### src/rtl/rhp_pkg.sv
// RTP header parser package: result record, status and register codes, header constants.
// Used by the interfaces, the parser, the result queue, the top level and the checker.
package rhp_pkg;

  // Fixed header layout and limits.
  localparam int unsigned HDR_LEN    = 12;
  localparam int unsigned CNT_W      = 17;
  localparam int unsigned TYPE_W     = 7;
  localparam logic [7:0]  VERSION_BYTE = 8'd128;
  localparam logic [CNT_W-1:0] COUNT_MAX = {CNT_W{1'b1}};
  localparam logic [15:0] LEN_MAX    = 16'hFFFF;

  // Byte positions that end each header field.
  localparam logic [CNT_W-1:0] IDX_VERSION = CNT_W'(0);
  localparam logic [CNT_W-1:0] IDX_TYPE    = CNT_W'(1);
  localparam logic [CNT_W-1:0] IDX_SEQ_END = CNT_W'(4);
  localparam logic [CNT_W-1:0] IDX_TS_END  = CNT_W'(8);
  localparam logic [CNT_W-1:0] IDX_HDR_END = CNT_W'(HDR_LEN);

  // Result queue geometry.
  localparam int unsigned FIFO_DEPTH = 4;
  localparam int unsigned FIFO_PTR_W = $clog2(FIFO_DEPTH);
  localparam int unsigned FIFO_CNT_W = $clog2(FIFO_DEPTH + 1);

  typedef enum logic [2:0] {
    ST_OK       = 3'd0,
    ST_SHORT    = 3'd1,
    ST_EMPTY    = 3'd2,
    ST_BAD_VER  = 3'd3,
    ST_BAD_TYPE = 3'd4
  } rhp_status_e;

  typedef enum logic {
    KIND_PAYLOAD = 1'b0,
    KIND_SUMMARY = 1'b1
  } rhp_kind_e;

  typedef enum logic {
    CFG_MIN_TYPE = 1'b0,
    CFG_MAX_TYPE = 1'b1
  } rhp_cfg_idx_e;

  typedef struct packed {
    rhp_kind_e         kind;
    logic [7:0]        payload_byte;
    rhp_status_e       status;
    logic [TYPE_W-1:0] payload_type;
    logic [15:0]       sequence_number;
    logic [31:0]       rtp_timestamp;
    logic [31:0]       source_id;
    logic [15:0]       payload_length;
    logic [31:0]       arrival_stamp;
    logic              last_result;
  } rhp_result_t;

  // Write strobes from the parser into the result queue.
  typedef struct packed {
    logic push_a;
    logic push_b;
  } rhp_push_t;

endpackage

### src/rtl/rhp_if.sv
// Channel interfaces of the RTP header parser: byte input, result output, register writes.
// Depends on rhp_pkg for field widths.
interface rhp_in_if import rhp_pkg::*; ();
  logic        valid;
  logic        ready;
  logic [7:0]  data_byte;
  logic        last_byte;
  logic [31:0] arrival_time;

  modport source (output valid, data_byte, last_byte, arrival_time, input ready);
  modport sink (input valid, data_byte, last_byte, arrival_time, output ready);
endinterface

interface rhp_out_if import rhp_pkg::*; ();
  logic              valid;
  logic              ready;
  logic              kind;
  logic [7:0]        payload_byte;
  logic [2:0]        status;
  logic [TYPE_W-1:0] payload_type;
  logic [15:0]       sequence_number;
  logic [31:0]       rtp_timestamp;
  logic [31:0]       source_id;
  logic [15:0]       payload_length;
  logic [31:0]       arrival_stamp;
  logic              last_result;

  modport source (output valid, kind, payload_byte, status, payload_type, sequence_number,
                  rtp_timestamp, source_id, payload_length, arrival_stamp, last_result,
                  input ready);
  modport sink (input valid, kind, payload_byte, status, payload_type, sequence_number,
                rtp_timestamp, source_id, payload_length, arrival_stamp, last_result,
                output ready);
endinterface

interface rhp_cfg_if import rhp_pkg::*; ();
  logic              valid;
  logic              ready;
  logic              index;
  logic [TYPE_W-1:0] data;

  modport source (output valid, index, data, input ready);
  modport sink (input valid, index, data, output ready);
endinterface

### src/rtl/rtp_header_parser_core.sv
// A byte accepted is held in the input register, then written into the result queue once
// the queue has room. Bytes are taken one per cycle while the queue has room; results leave
// one per cycle from a four-entry queue while the receiver is ready, and a payload byte that
// ends a packet gives two results. Reset (async, active low) clears the packet state, empties
// the queue and sets the payload type range to 0..127.
module rtp_header_parser_core import rhp_pkg::*; (
  input  logic    clk_i,
  input  logic    rst_ni,
  rhp_in_if.sink  in_i,
  rhp_out_if.source out_o,
  rhp_cfg_if.sink cfg_i
);

  logic [TYPE_W-1:0] min_type_q, max_type_q;
  logic              room;
  rhp_push_t         push;
  rhp_result_t       res_a, res_b;

  // Payload type range registers.
  assign cfg_i.ready = 1'b1;

  always_ff @(posedge clk_i or negedge rst_ni) begin
    if (!rst_ni) begin
      min_type_q <= '0;
      max_type_q <= '1;
    end else if (cfg_i.valid) begin
      case (rhp_cfg_idx_e'(cfg_i.index))
        CFG_MIN_TYPE: min_type_q <= cfg_i.data;
        CFG_MAX_TYPE: max_type_q <= cfg_i.data;
        default: ;
      endcase
    end
  end

  rhp_parse u_parse (
    .clk_i      (clk_i),
    .rst_ni     (rst_ni),
    .in_i       (in_i),
    .min_type_i (min_type_q),
    .max_type_i (max_type_q),
    .room_i     (room),
    .push_o     (push),
    .res_a_o    (res_a),
    .res_b_o    (res_b)
  );

  rhp_res_fifo u_fifo (
    .clk_i   (clk_i),
    .rst_ni  (rst_ni),
    .push_i  (push),
    .res_a_i (res_a),
    .res_b_i (res_b),
    .room_o  (room),
    .out_o   (out_o)
  );

endmodule

### src/rtl/rhp_parse.sv
// Input register, header capture and result building for the RTP header parser.
// Depends on rhp_pkg and rhp_in_if.
module rhp_parse import rhp_pkg::*; (
  input  logic              clk_i,
  input  logic              rst_ni,
  rhp_in_if.sink            in_i,
  input  logic [TYPE_W-1:0] min_type_i,
  input  logic [TYPE_W-1:0] max_type_i,
  input  logic              room_i,
  output rhp_push_t         push_o,
  output rhp_result_t       res_a_o,
  output rhp_result_t       res_b_o
);

  logic              in_vld_q;
  logic [7:0]        byte_q;
  logic              last_q;
  logic [31:0]       time_q;
  logic              fire;
  logic              accept;

  logic [CNT_W-1:0]  byte_cnt_q, byte_cnt_d, cnt_inc, len_diff;
  logic              ver_good_q, ver_good_d;
  logic              type_good_q, type_good_d;
  logic [TYPE_W-1:0] type_q, type_d;
  logic [15:0]       seq_q, seq_d;
  logic [31:0]       stamp_q, stamp_d;
  logic [31:0]       src_q, src_d;
  logic              is_payload;
  logic [15:0]       plen;
  rhp_status_e       status;
  rhp_result_t       pay_res, sum_res;

  // The input register frees up whenever its request can move into the queue.
  assign fire     = in_vld_q && room_i;
  assign in_i.ready = !in_vld_q || room_i;
  assign accept   = in_i.valid && in_i.ready;

  always_ff @(posedge clk_i or negedge rst_ni) begin
    if (!rst_ni) begin
      in_vld_q <= 1'b0;
    end else if (accept) begin
      in_vld_q <= 1'b1;
    end else if (fire) begin
      in_vld_q <= 1'b0;
    end
  end

  always_ff @(posedge clk_i) begin
    if (accept) begin
      byte_q <= in_i.data_byte;
      last_q <= in_i.last_byte;
      time_q <= in_i.arrival_time;
    end
  end

  // Header field capture by byte position.
  always_comb begin
    ver_good_d  = ver_good_q;
    type_good_d = type_good_q;
    type_d      = type_q;
    seq_d       = seq_q;
    stamp_d     = stamp_q;
    src_d       = src_q;
    is_payload  = 1'b0;
    if (byte_cnt_q == IDX_VERSION) begin
      ver_good_d  = (byte_q == VERSION_BYTE);
      type_good_d = 1'b0;
      type_d      = '0;
      seq_d       = '0;
      stamp_d     = '0;
      src_d       = '0;
    end else if (byte_cnt_q == IDX_TYPE) begin
      type_d      = byte_q[TYPE_W-1:0];
      type_good_d = (byte_q[TYPE_W-1:0] >= min_type_i) && (byte_q[TYPE_W-1:0] <= max_type_i);
    end else if (byte_cnt_q < IDX_SEQ_END) begin
      seq_d = {seq_q[7:0], byte_q};
    end else if (byte_cnt_q < IDX_TS_END) begin
      stamp_d = {stamp_q[23:0], byte_q};
    end else if (byte_cnt_q < IDX_HDR_END) begin
      src_d = {src_q[23:0], byte_q};
    end else begin
      is_payload = 1'b1;
    end
  end

  // Saturating byte count, payload length and ranked status.
  always_comb begin
    cnt_inc  = (byte_cnt_q == COUNT_MAX) ? byte_cnt_q : byte_cnt_q + CNT_W'(1);
    len_diff = cnt_inc - IDX_HDR_END;
    if (cnt_inc > IDX_HDR_END) begin
      plen = len_diff[CNT_W-1] ? LEN_MAX : len_diff[15:0];
    end else begin
      plen = '0;
    end
    if (cnt_inc < IDX_HDR_END) begin
      status = ST_SHORT;
    end else if (cnt_inc == IDX_HDR_END) begin
      status = ST_EMPTY;
    end else if (!ver_good_d) begin
      status = ST_BAD_VER;
    end else if (!type_good_d) begin
      status = ST_BAD_TYPE;
    end else begin
      status = ST_OK;
    end
    byte_cnt_d = last_q ? '0 : cnt_inc;
  end

  // Result records: a payload byte and the packet summary.
  always_comb begin
    pay_res              = '0;
    pay_res.kind         = KIND_PAYLOAD;
    pay_res.payload_byte = byte_q;
    pay_res.last_result  = !last_q;

    sum_res                 = '0;
    sum_res.kind            = KIND_SUMMARY;
    sum_res.status          = status;
    sum_res.payload_type    = type_d;
    sum_res.sequence_number = seq_d;
    sum_res.rtp_timestamp   = stamp_d;
    sum_res.source_id       = src_d;
    sum_res.payload_length  = plen;
    sum_res.arrival_stamp   = time_q;
    sum_res.last_result     = 1'b1;
  end

  // A payload byte that ends the packet gives two results, payload first.
  assign push_o.push_a = fire && (is_payload || last_q);
  assign push_o.push_b = fire && is_payload && last_q;
  assign res_a_o       = is_payload ? pay_res : sum_res;
  assign res_b_o       = sum_res;

  // Packet state advances once per byte that leaves the input register.
  always_ff @(posedge clk_i or negedge rst_ni) begin
    if (!rst_ni) begin
      byte_cnt_q  <= '0;
      ver_good_q  <= 1'b0;
      type_good_q <= 1'b0;
      type_q      <= '0;
      seq_q       <= '0;
      stamp_q     <= '0;
      src_q       <= '0;
    end else if (fire) begin
      byte_cnt_q  <= byte_cnt_d;
      ver_good_q  <= ver_good_d;
      type_good_q <= type_good_d;
      type_q      <= type_d;
      seq_q       <= seq_d;
      stamp_q     <= stamp_d;
      src_q       <= src_d;
    end
  end

endmodule

### src/rtl/rhp_res_fifo.sv
// Result queue of the RTP header parser: takes up to two results a cycle, hands out one.
// Depends on rhp_pkg and rhp_out_if.
module rhp_res_fifo import rhp_pkg::*; (
  input  logic        clk_i,
  input  logic        rst_ni,
  input  rhp_push_t   push_i,
  input  rhp_result_t res_a_i,
  input  rhp_result_t res_b_i,
  output logic        room_o,
  rhp_out_if.source   out_o
);

  rhp_result_t           mem_q [FIFO_DEPTH];
  logic [FIFO_PTR_W-1:0] wr_ptr_q, rd_ptr_q, wr_ptr_nxt;
  logic [FIFO_CNT_W-1:0] cnt_q, cnt_d;
  logic                  pop;
  rhp_result_t           head;

  // Room for the largest burst a single byte can cause.
  assign room_o     = cnt_q <= FIFO_CNT_W'(FIFO_DEPTH - 2);
  assign pop        = out_o.valid && out_o.ready;
  assign wr_ptr_nxt = wr_ptr_q + FIFO_PTR_W'(1);

  always_comb begin
    cnt_d = cnt_q + FIFO_CNT_W'(push_i.push_a) + FIFO_CNT_W'(push_i.push_b)
          - FIFO_CNT_W'(pop);
  end

  always_ff @(posedge clk_i) begin
    if (push_i.push_a) begin
      mem_q[wr_ptr_q] <= res_a_i;
    end
    if (push_i.push_b) begin
      mem_q[wr_ptr_nxt] <= res_b_i;
    end
  end

  always_ff @(posedge clk_i or negedge rst_ni) begin
    if (!rst_ni) begin
      wr_ptr_q <= '0;
      rd_ptr_q <= '0;
      cnt_q    <= '0;
    end else begin
      wr_ptr_q <= wr_ptr_q + FIFO_PTR_W'(push_i.push_a) + FIFO_PTR_W'(push_i.push_b);
      if (pop) begin
        rd_ptr_q <= rd_ptr_q + FIFO_PTR_W'(1);
      end
      cnt_q <= cnt_d;
    end
  end

  // Head entry drives the output channel.
  assign head                  = mem_q[rd_ptr_q];
  assign out_o.valid           = cnt_q != '0;
  assign out_o.kind            = head.kind;
  assign out_o.payload_byte    = head.payload_byte;
  assign out_o.status          = head.status;
  assign out_o.payload_type    = head.payload_type;
  assign out_o.sequence_number = head.sequence_number;
  assign out_o.rtp_timestamp   = head.rtp_timestamp;
  assign out_o.source_id       = head.source_id;
  assign out_o.payload_length  = head.payload_length;
  assign out_o.arrival_stamp   = head.arrival_stamp;
  assign out_o.last_result     = head.last_result;

endmodule

### src/flat_wrapper.sv
// flat-port wrapper written by rule: the top's interface ports become plain ports
module rtp_header_parser_core_flat import rhp_pkg::*;
  (clk_i, rst_ni, in_i_valid, in_i_data_byte, in_i_last_byte, in_i_arrival_time, in_i_ready, out_o_valid, out_o_kind, out_o_payload_byte, out_o_status, out_o_payload_type, out_o_sequence_number, out_o_rtp_timestamp, out_o_source_id, out_o_payload_length, out_o_arrival_stamp, out_o_last_result, out_o_ready, cfg_i_valid, cfg_i_index, cfg_i_data, cfg_i_ready);
  rhp_in_if in_i_i ();
  rhp_out_if out_o_i ();
  rhp_cfg_if cfg_i_i ();
  input  logic clk_i;
  input  logic rst_ni;
  input wire logic [$bits(in_i_i.valid)-1:0] in_i_valid;
  input wire logic [$bits(in_i_i.data_byte)-1:0] in_i_data_byte;
  input wire logic [$bits(in_i_i.last_byte)-1:0] in_i_last_byte;
  input wire logic [$bits(in_i_i.arrival_time)-1:0] in_i_arrival_time;
  output wire logic [$bits(in_i_i.ready)-1:0] in_i_ready;
  output wire logic [$bits(out_o_i.valid)-1:0] out_o_valid;
  output wire logic [$bits(out_o_i.kind)-1:0] out_o_kind;
  output wire logic [$bits(out_o_i.payload_byte)-1:0] out_o_payload_byte;
  output wire logic [$bits(out_o_i.status)-1:0] out_o_status;
  output wire logic [$bits(out_o_i.payload_type)-1:0] out_o_payload_type;
  output wire logic [$bits(out_o_i.sequence_number)-1:0] out_o_sequence_number;
  output wire logic [$bits(out_o_i.rtp_timestamp)-1:0] out_o_rtp_timestamp;
  output wire logic [$bits(out_o_i.source_id)-1:0] out_o_source_id;
  output wire logic [$bits(out_o_i.payload_length)-1:0] out_o_payload_length;
  output wire logic [$bits(out_o_i.arrival_stamp)-1:0] out_o_arrival_stamp;
  output wire logic [$bits(out_o_i.last_result)-1:0] out_o_last_result;
  input wire logic [$bits(out_o_i.ready)-1:0] out_o_ready;
  input wire logic [$bits(cfg_i_i.valid)-1:0] cfg_i_valid;
  input wire logic [$bits(cfg_i_i.index)-1:0] cfg_i_index;
  input wire logic [$bits(cfg_i_i.data)-1:0] cfg_i_data;
  output wire logic [$bits(cfg_i_i.ready)-1:0] cfg_i_ready;
  assign in_i_i.valid = in_i_valid;
  assign in_i_i.data_byte = in_i_data_byte;
  assign in_i_i.last_byte = in_i_last_byte;
  assign in_i_i.arrival_time = in_i_arrival_time;
  assign in_i_ready = in_i_i.ready;
  assign out_o_valid = out_o_i.valid;
  assign out_o_kind = out_o_i.kind;
  assign out_o_payload_byte = out_o_i.payload_byte;
  assign out_o_status = out_o_i.status;
  assign out_o_payload_type = out_o_i.payload_type;
  assign out_o_sequence_number = out_o_i.sequence_number;
  assign out_o_rtp_timestamp = out_o_i.rtp_timestamp;
  assign out_o_source_id = out_o_i.source_id;
  assign out_o_payload_length = out_o_i.payload_length;
  assign out_o_arrival_stamp = out_o_i.arrival_stamp;
  assign out_o_last_result = out_o_i.last_result;
  assign out_o_i.ready = out_o_ready;
  assign cfg_i_i.valid = cfg_i_valid;
  assign cfg_i_i.index = cfg_i_index;
  assign cfg_i_i.data = cfg_i_data;
  assign cfg_i_ready = cfg_i_i.ready;
  rtp_header_parser_core u_core (.clk_i(clk_i), .rst_ni(rst_ni), .in_i(in_i_i), .out_o(out_o_i), .cfg_i(cfg_i_i));
endmodule
### config.mk
export PLATFORM = sky130hd
export DESIGN_NAME = rtp_header_parser_core_flat
export DESIGN_NICKNAME = d
export VERILOG_FILES = /design/src/rtl/rhp_pkg.sv /design/src/rtl/rhp_if.sv /design/src/rtl/rtp_header_parser_core.sv /design/src/rtl/rhp_parse.sv /design/src/rtl/rhp_res_fifo.sv /design/src/flat_wrapper.sv
export SDC_FILE = /design/constraint.sdc
export NUM_CORES = 1
export LEC_CHECK = 0
export BUFFER_PORTS_ARGS = -buffer_cell sky130_fd_sc_hd__buf_4
export CAP_MARGIN = 5
export CORE_ASPECT_RATIO = 1.1
export CORE_MARGIN = 1
export CORE_UTILIZATION = 60
export DETAILED_ROUTE_END_ITERATION = 6
export GPL_TIMING_DRIVEN = 0
export PLACE_DENSITY = 0.84
export SYNTH_ARGS = -nofsm -noshare
export SYNTH_HDL_FRONTEND = slang
export SYNTH_SLANG_ARGS = --single-unit
### constraint.sdc
create_clock -name clk_i -period 15.5 [get_ports clk_i]
set_input_delay 1.55 -clock clk_i [delete_from_list [all_inputs] [get_ports clk_i]]
set_output_delay 1.55 -clock clk_i [all_outputs]
set_load 0.005 [all_outputs]
==> summary.txt <==
Detailed routing
  – Vias per cell: 6.115
  – Pre-antenna DRT Iters: 6
  – M1 WL: 30500 um
  – Final WL: 82730 um
  – Routed WL per cell: 23.45 um
  – DRC violations left: 0
  – First DRT Iteration DRCs: 2248
  – Final ANT Viol Nets: 0
  – Top Metal Used: met5
  – Vias: 21570
  – DR WL met3: 6852 um
  – Met2 WL post-DR: ~42000 um

Yosys
  – Avg Cell Area, Syn: around 14 um^2
  – Post-synthesis cell count: 2420
  – Post-synthesis cell area: 0.03327 mm^2
  – Synth top cells by count: edfxtp_1, nor2_1, nand2_1
  – Complex-gate fraction of the synthesized area: 3.633%
  – Syn. warnings: 0
  – Register bit total from synthesis: 761
  – Main combinational cell family by area after synthesis: multiplexers
  – Top_reg_cell synth: edfxtp_1
  – Share of the synthesized area in the top cell type: 53.53%
  – Seq/Total Area, Yosys: 65.59%
  – Synth unique cells: 76
  – Syn_nets: 2497
  – Synth Area in Adders: 0.9328%
  – Synth Area in XOR/XNOR: 0.5529%
  – Asr flop ratio synth: roughly 17%
  – Top post-synthesis cells by area: edfxtp_1, mux4_2, dfrtp_1, nor2_1, mux2_2
  – Simple-gate share of the synthesized area: 12.71%
  – Count leader, synth: edfxtp_1
  – Cell taking the most area after synthesis: edfxtp_1
  – EDFF count, synth: 593
  – Post-synthesis mux area share: 14.12%

Place
  – Placed cell areas: 0.03646 mm^2
  – Port Buf Inserts: 203
  – Inst Count DP: 3388
  – RD Place Congestion: slightly below 0.9
  – DP Wirelength: 54700 um

Clock network
  – CTS root buffer: clkbuf_16
  – H-tree levels: 3
  – Clock latency on the worst-skew pair: 0.64 ns
  – Clock slew at reported path FFs: 0.06 ns
  – CTS max path bufs: 3
  – CTS buffer count: 75
  – CTS tree: built
  – Post_cts resized: 0
  – Hold Buf Count CTS: 0
  – Post-CTS setup buffers: 0
  – # clock sinks: 761

Critical path
  – CP cell instances: clkbuf_1 > clkbuf_1 > buf_1 > mux4_2 > buf_4
  – Worst path arrival time: between 3 and 4 ns
  – Worst reg2reg setup slack: approximately 11 ns
  – Slowest CP cell: clkbuf_1
  – CP startpoint kind: flip-flop
  – Critical path fanouts, max: 10
  – Setup Crit Path Kind: flip-flop to output pin
  – CP dominant cell by count: clkbuf_1
  – Worst Path Buf+Inv: 4
  – Crit-path leading delay family: buffers and inverters
  – Crit path largest cell delay: 0.94 ns
  – Critical path required time: 13.95 ns
  – Critical path capture point type: output pin

Min path
  – Hold WC Path Type: flip-flop to flip-flop

STA
  – Max-slew violations: 0
  – Max Freq: approximately 0.19 GHz
  – Min Tclk post-route: 5.304 ns
  – Final worst clock skew: roughly 0.029 ns
  – Transition time at the pin with the least slew margin: between 1 and 1.5 ns
  – RSZ-0062 raised after global routing: no
  – Max_slew headroom: 14.58%
  – Final Hold Vio Count: 0
  – Final setup fails: 0
  – Period utilization: between 30% and 40%
  – Setup TNS: 0 ns

Global routing
  – Antenna violations before repair: 6
  – First-pass GRT wire length: 126100 um
  – Vias in the first global route: 22230
  – Global Route Usage Sum: between 20% and 30%
  – Total grt overflow: 0
  – Largest net degree at the start of global routing: 76

Cells and area
  – Final nets: 2806
  – Fin cells: 3528
  – P&R area growth vs syn: 16.66%
  – Layout cells sized above 1: between 20% and 30%
  – Fin area: around 0.039 mm^2
  – Filler cells: 3451

Floorplan
  – Initial Utilization: 60.66%
  – IO Count: 205
  – Die X: 226.5 um
  – Die Y: between 200 and 250 um
  – Core area: 0.05484 mm^2
  – Die ar.: 0.05639 mm^2
  – Cell Rows: 90

Job
  – Max_cap viols: 0

Pwr
  – Overall power: around 6.4 mW
  – Static leakage: 13.94 nW
  – PwrDens: 165.3 mW/mm^2
  – Peak supply drop: about 110 uV

Status
  – Outcome: finished clean
placed cells by master (no fill, tap or decap), types with 5 or more instances in the layout:
cell	count
clkinv_2	10
buf_4	211
buf_6	5
mux2_2	91
buf_12	14
dfstp_2	7
ha_1	20
mux2i_1	29
xnor2_1	16
buf_16	15
xor2_1	5
o21ai_0	90
nand2b_1	7
edfxtp_1	593
buf_1	18
nor2_1	461
nand4_1	6
nand2_1	241
clkinv_1	12
and2_1	138
dfrtp_1	121
nor4_1	10
nand3_1	15
a21o_1	7
inv_1	27
clkinvlp_4	5
o21ai_1	37
buf_2	35
clkbuf_8	7
clkbuf_1	110
clkbuf_16	76
dfxtp_1	40
a21oi_1	48
mux4_2	148
nor3_1	10
and3_1	5
and4_1	5
report_power, final:
| group | switching [mW] | total, mW | internal [mW] |
|---|---|---|---|
| combinational | 1.17 | 2.07 | 0.901 |
| clock | 0.772 | 1.75 | 0.977 |
| sequential | 0.111 | 2.60 | 2.48 |
| total | 2.05 | 6.42 | 4.36 |
metal layers:
metal  up-vias  track usage [%]
li1       9380                -
met1     10860            38.18
met2      1124            49.08
met3       203            5.827
met4         2            14.71
met5         -                0
state kept, by name (all words and copies together), names as in the netlist, 3 cells and up:
name / cells
u_core.u_fifo.mem_q: 592
u_core.u_parse.src_q: 32
u_core.u_parse.stamp_q: 32
u_core.u_parse.time_q: 32
u_core.u_parse.byte_cnt_q: 17
u_core.u_parse.seq_q: 16
u_core.u_parse.byte_q: 8
u_core.max_type_q: 7
u_core.min_type_q: 7
u_core.u_parse.type_q: 7
u_core.u_fifo.cnt_q: 3
layout make-up:
class	count	area, um^2	area share (%)
Sequential cell	761	21820	56.23
Buffer	159	715.7	1.844
Antenna cell	4	10.01	0.02579
Tap cell	736	920.9	2.373
Clock buffer	102	2073	5.342
Inverter	27	101.3	0.2612
Clock inverter	34	262.8	0.6771
Timing Repair Buffer	232	2221	5.723
Multi-Input combinational cell	1473	10680	27.53
tightest hold or removal path, stage by stage (launching register included):
cell and delay, ns:
dfxtp_1 0.31, nand2_1 0.05, a21oi_1 0.05
path summary, 6_finish.rpt:
kind                                                   start                          end  cells past startpoint
worst max-delay path               u_core.u_fifo.rd_ptr_q[0]              out_o_status[0]                      5
worst min-delay path             u_core.u_fifo.mem_q[0][142]  u_core.u_fifo.mem_q[0][142]                      2
worst max register to register  u_core.u_parse.byte_cnt_q[1]   u_core.u_fifo.mem_q[2][42]                     12
worst min register to register   u_core.u_fifo.mem_q[0][142]  u_core.u_fifo.mem_q[0][142]                      2
max in group asynchronous                             rst_ni         u_core.max_type_q[6]                      2
min in group asynchronous                             rst_ni   u_core.u_parse.stamp_q[14]                      1
logic make-up (layout without fill, tap and decap cells):
group           count (synthesis)  in the layout
compound gates                217            217
xor+xnor                       21             21
fa+ha+maj                      23             23
buf+inv                       186            554
flops                         761            761
mux                           272            272
other cells                     1              5
simple gates                  939            939
per-stage QoR:
step	utilization (%)	setup slack [ns]	hold slack, ns
global placement	65.12	-4.557	0.4346
floorplan	-	3.479	0.4192
CTS	70.75	10.17	0.4561
finish	70.76	10.20	0.4557
global route	70.76	10.09	0.4733
detailed placement	66.49	10.87	0.4477
No activity file was read; power rests on OpenSTA's default activity.
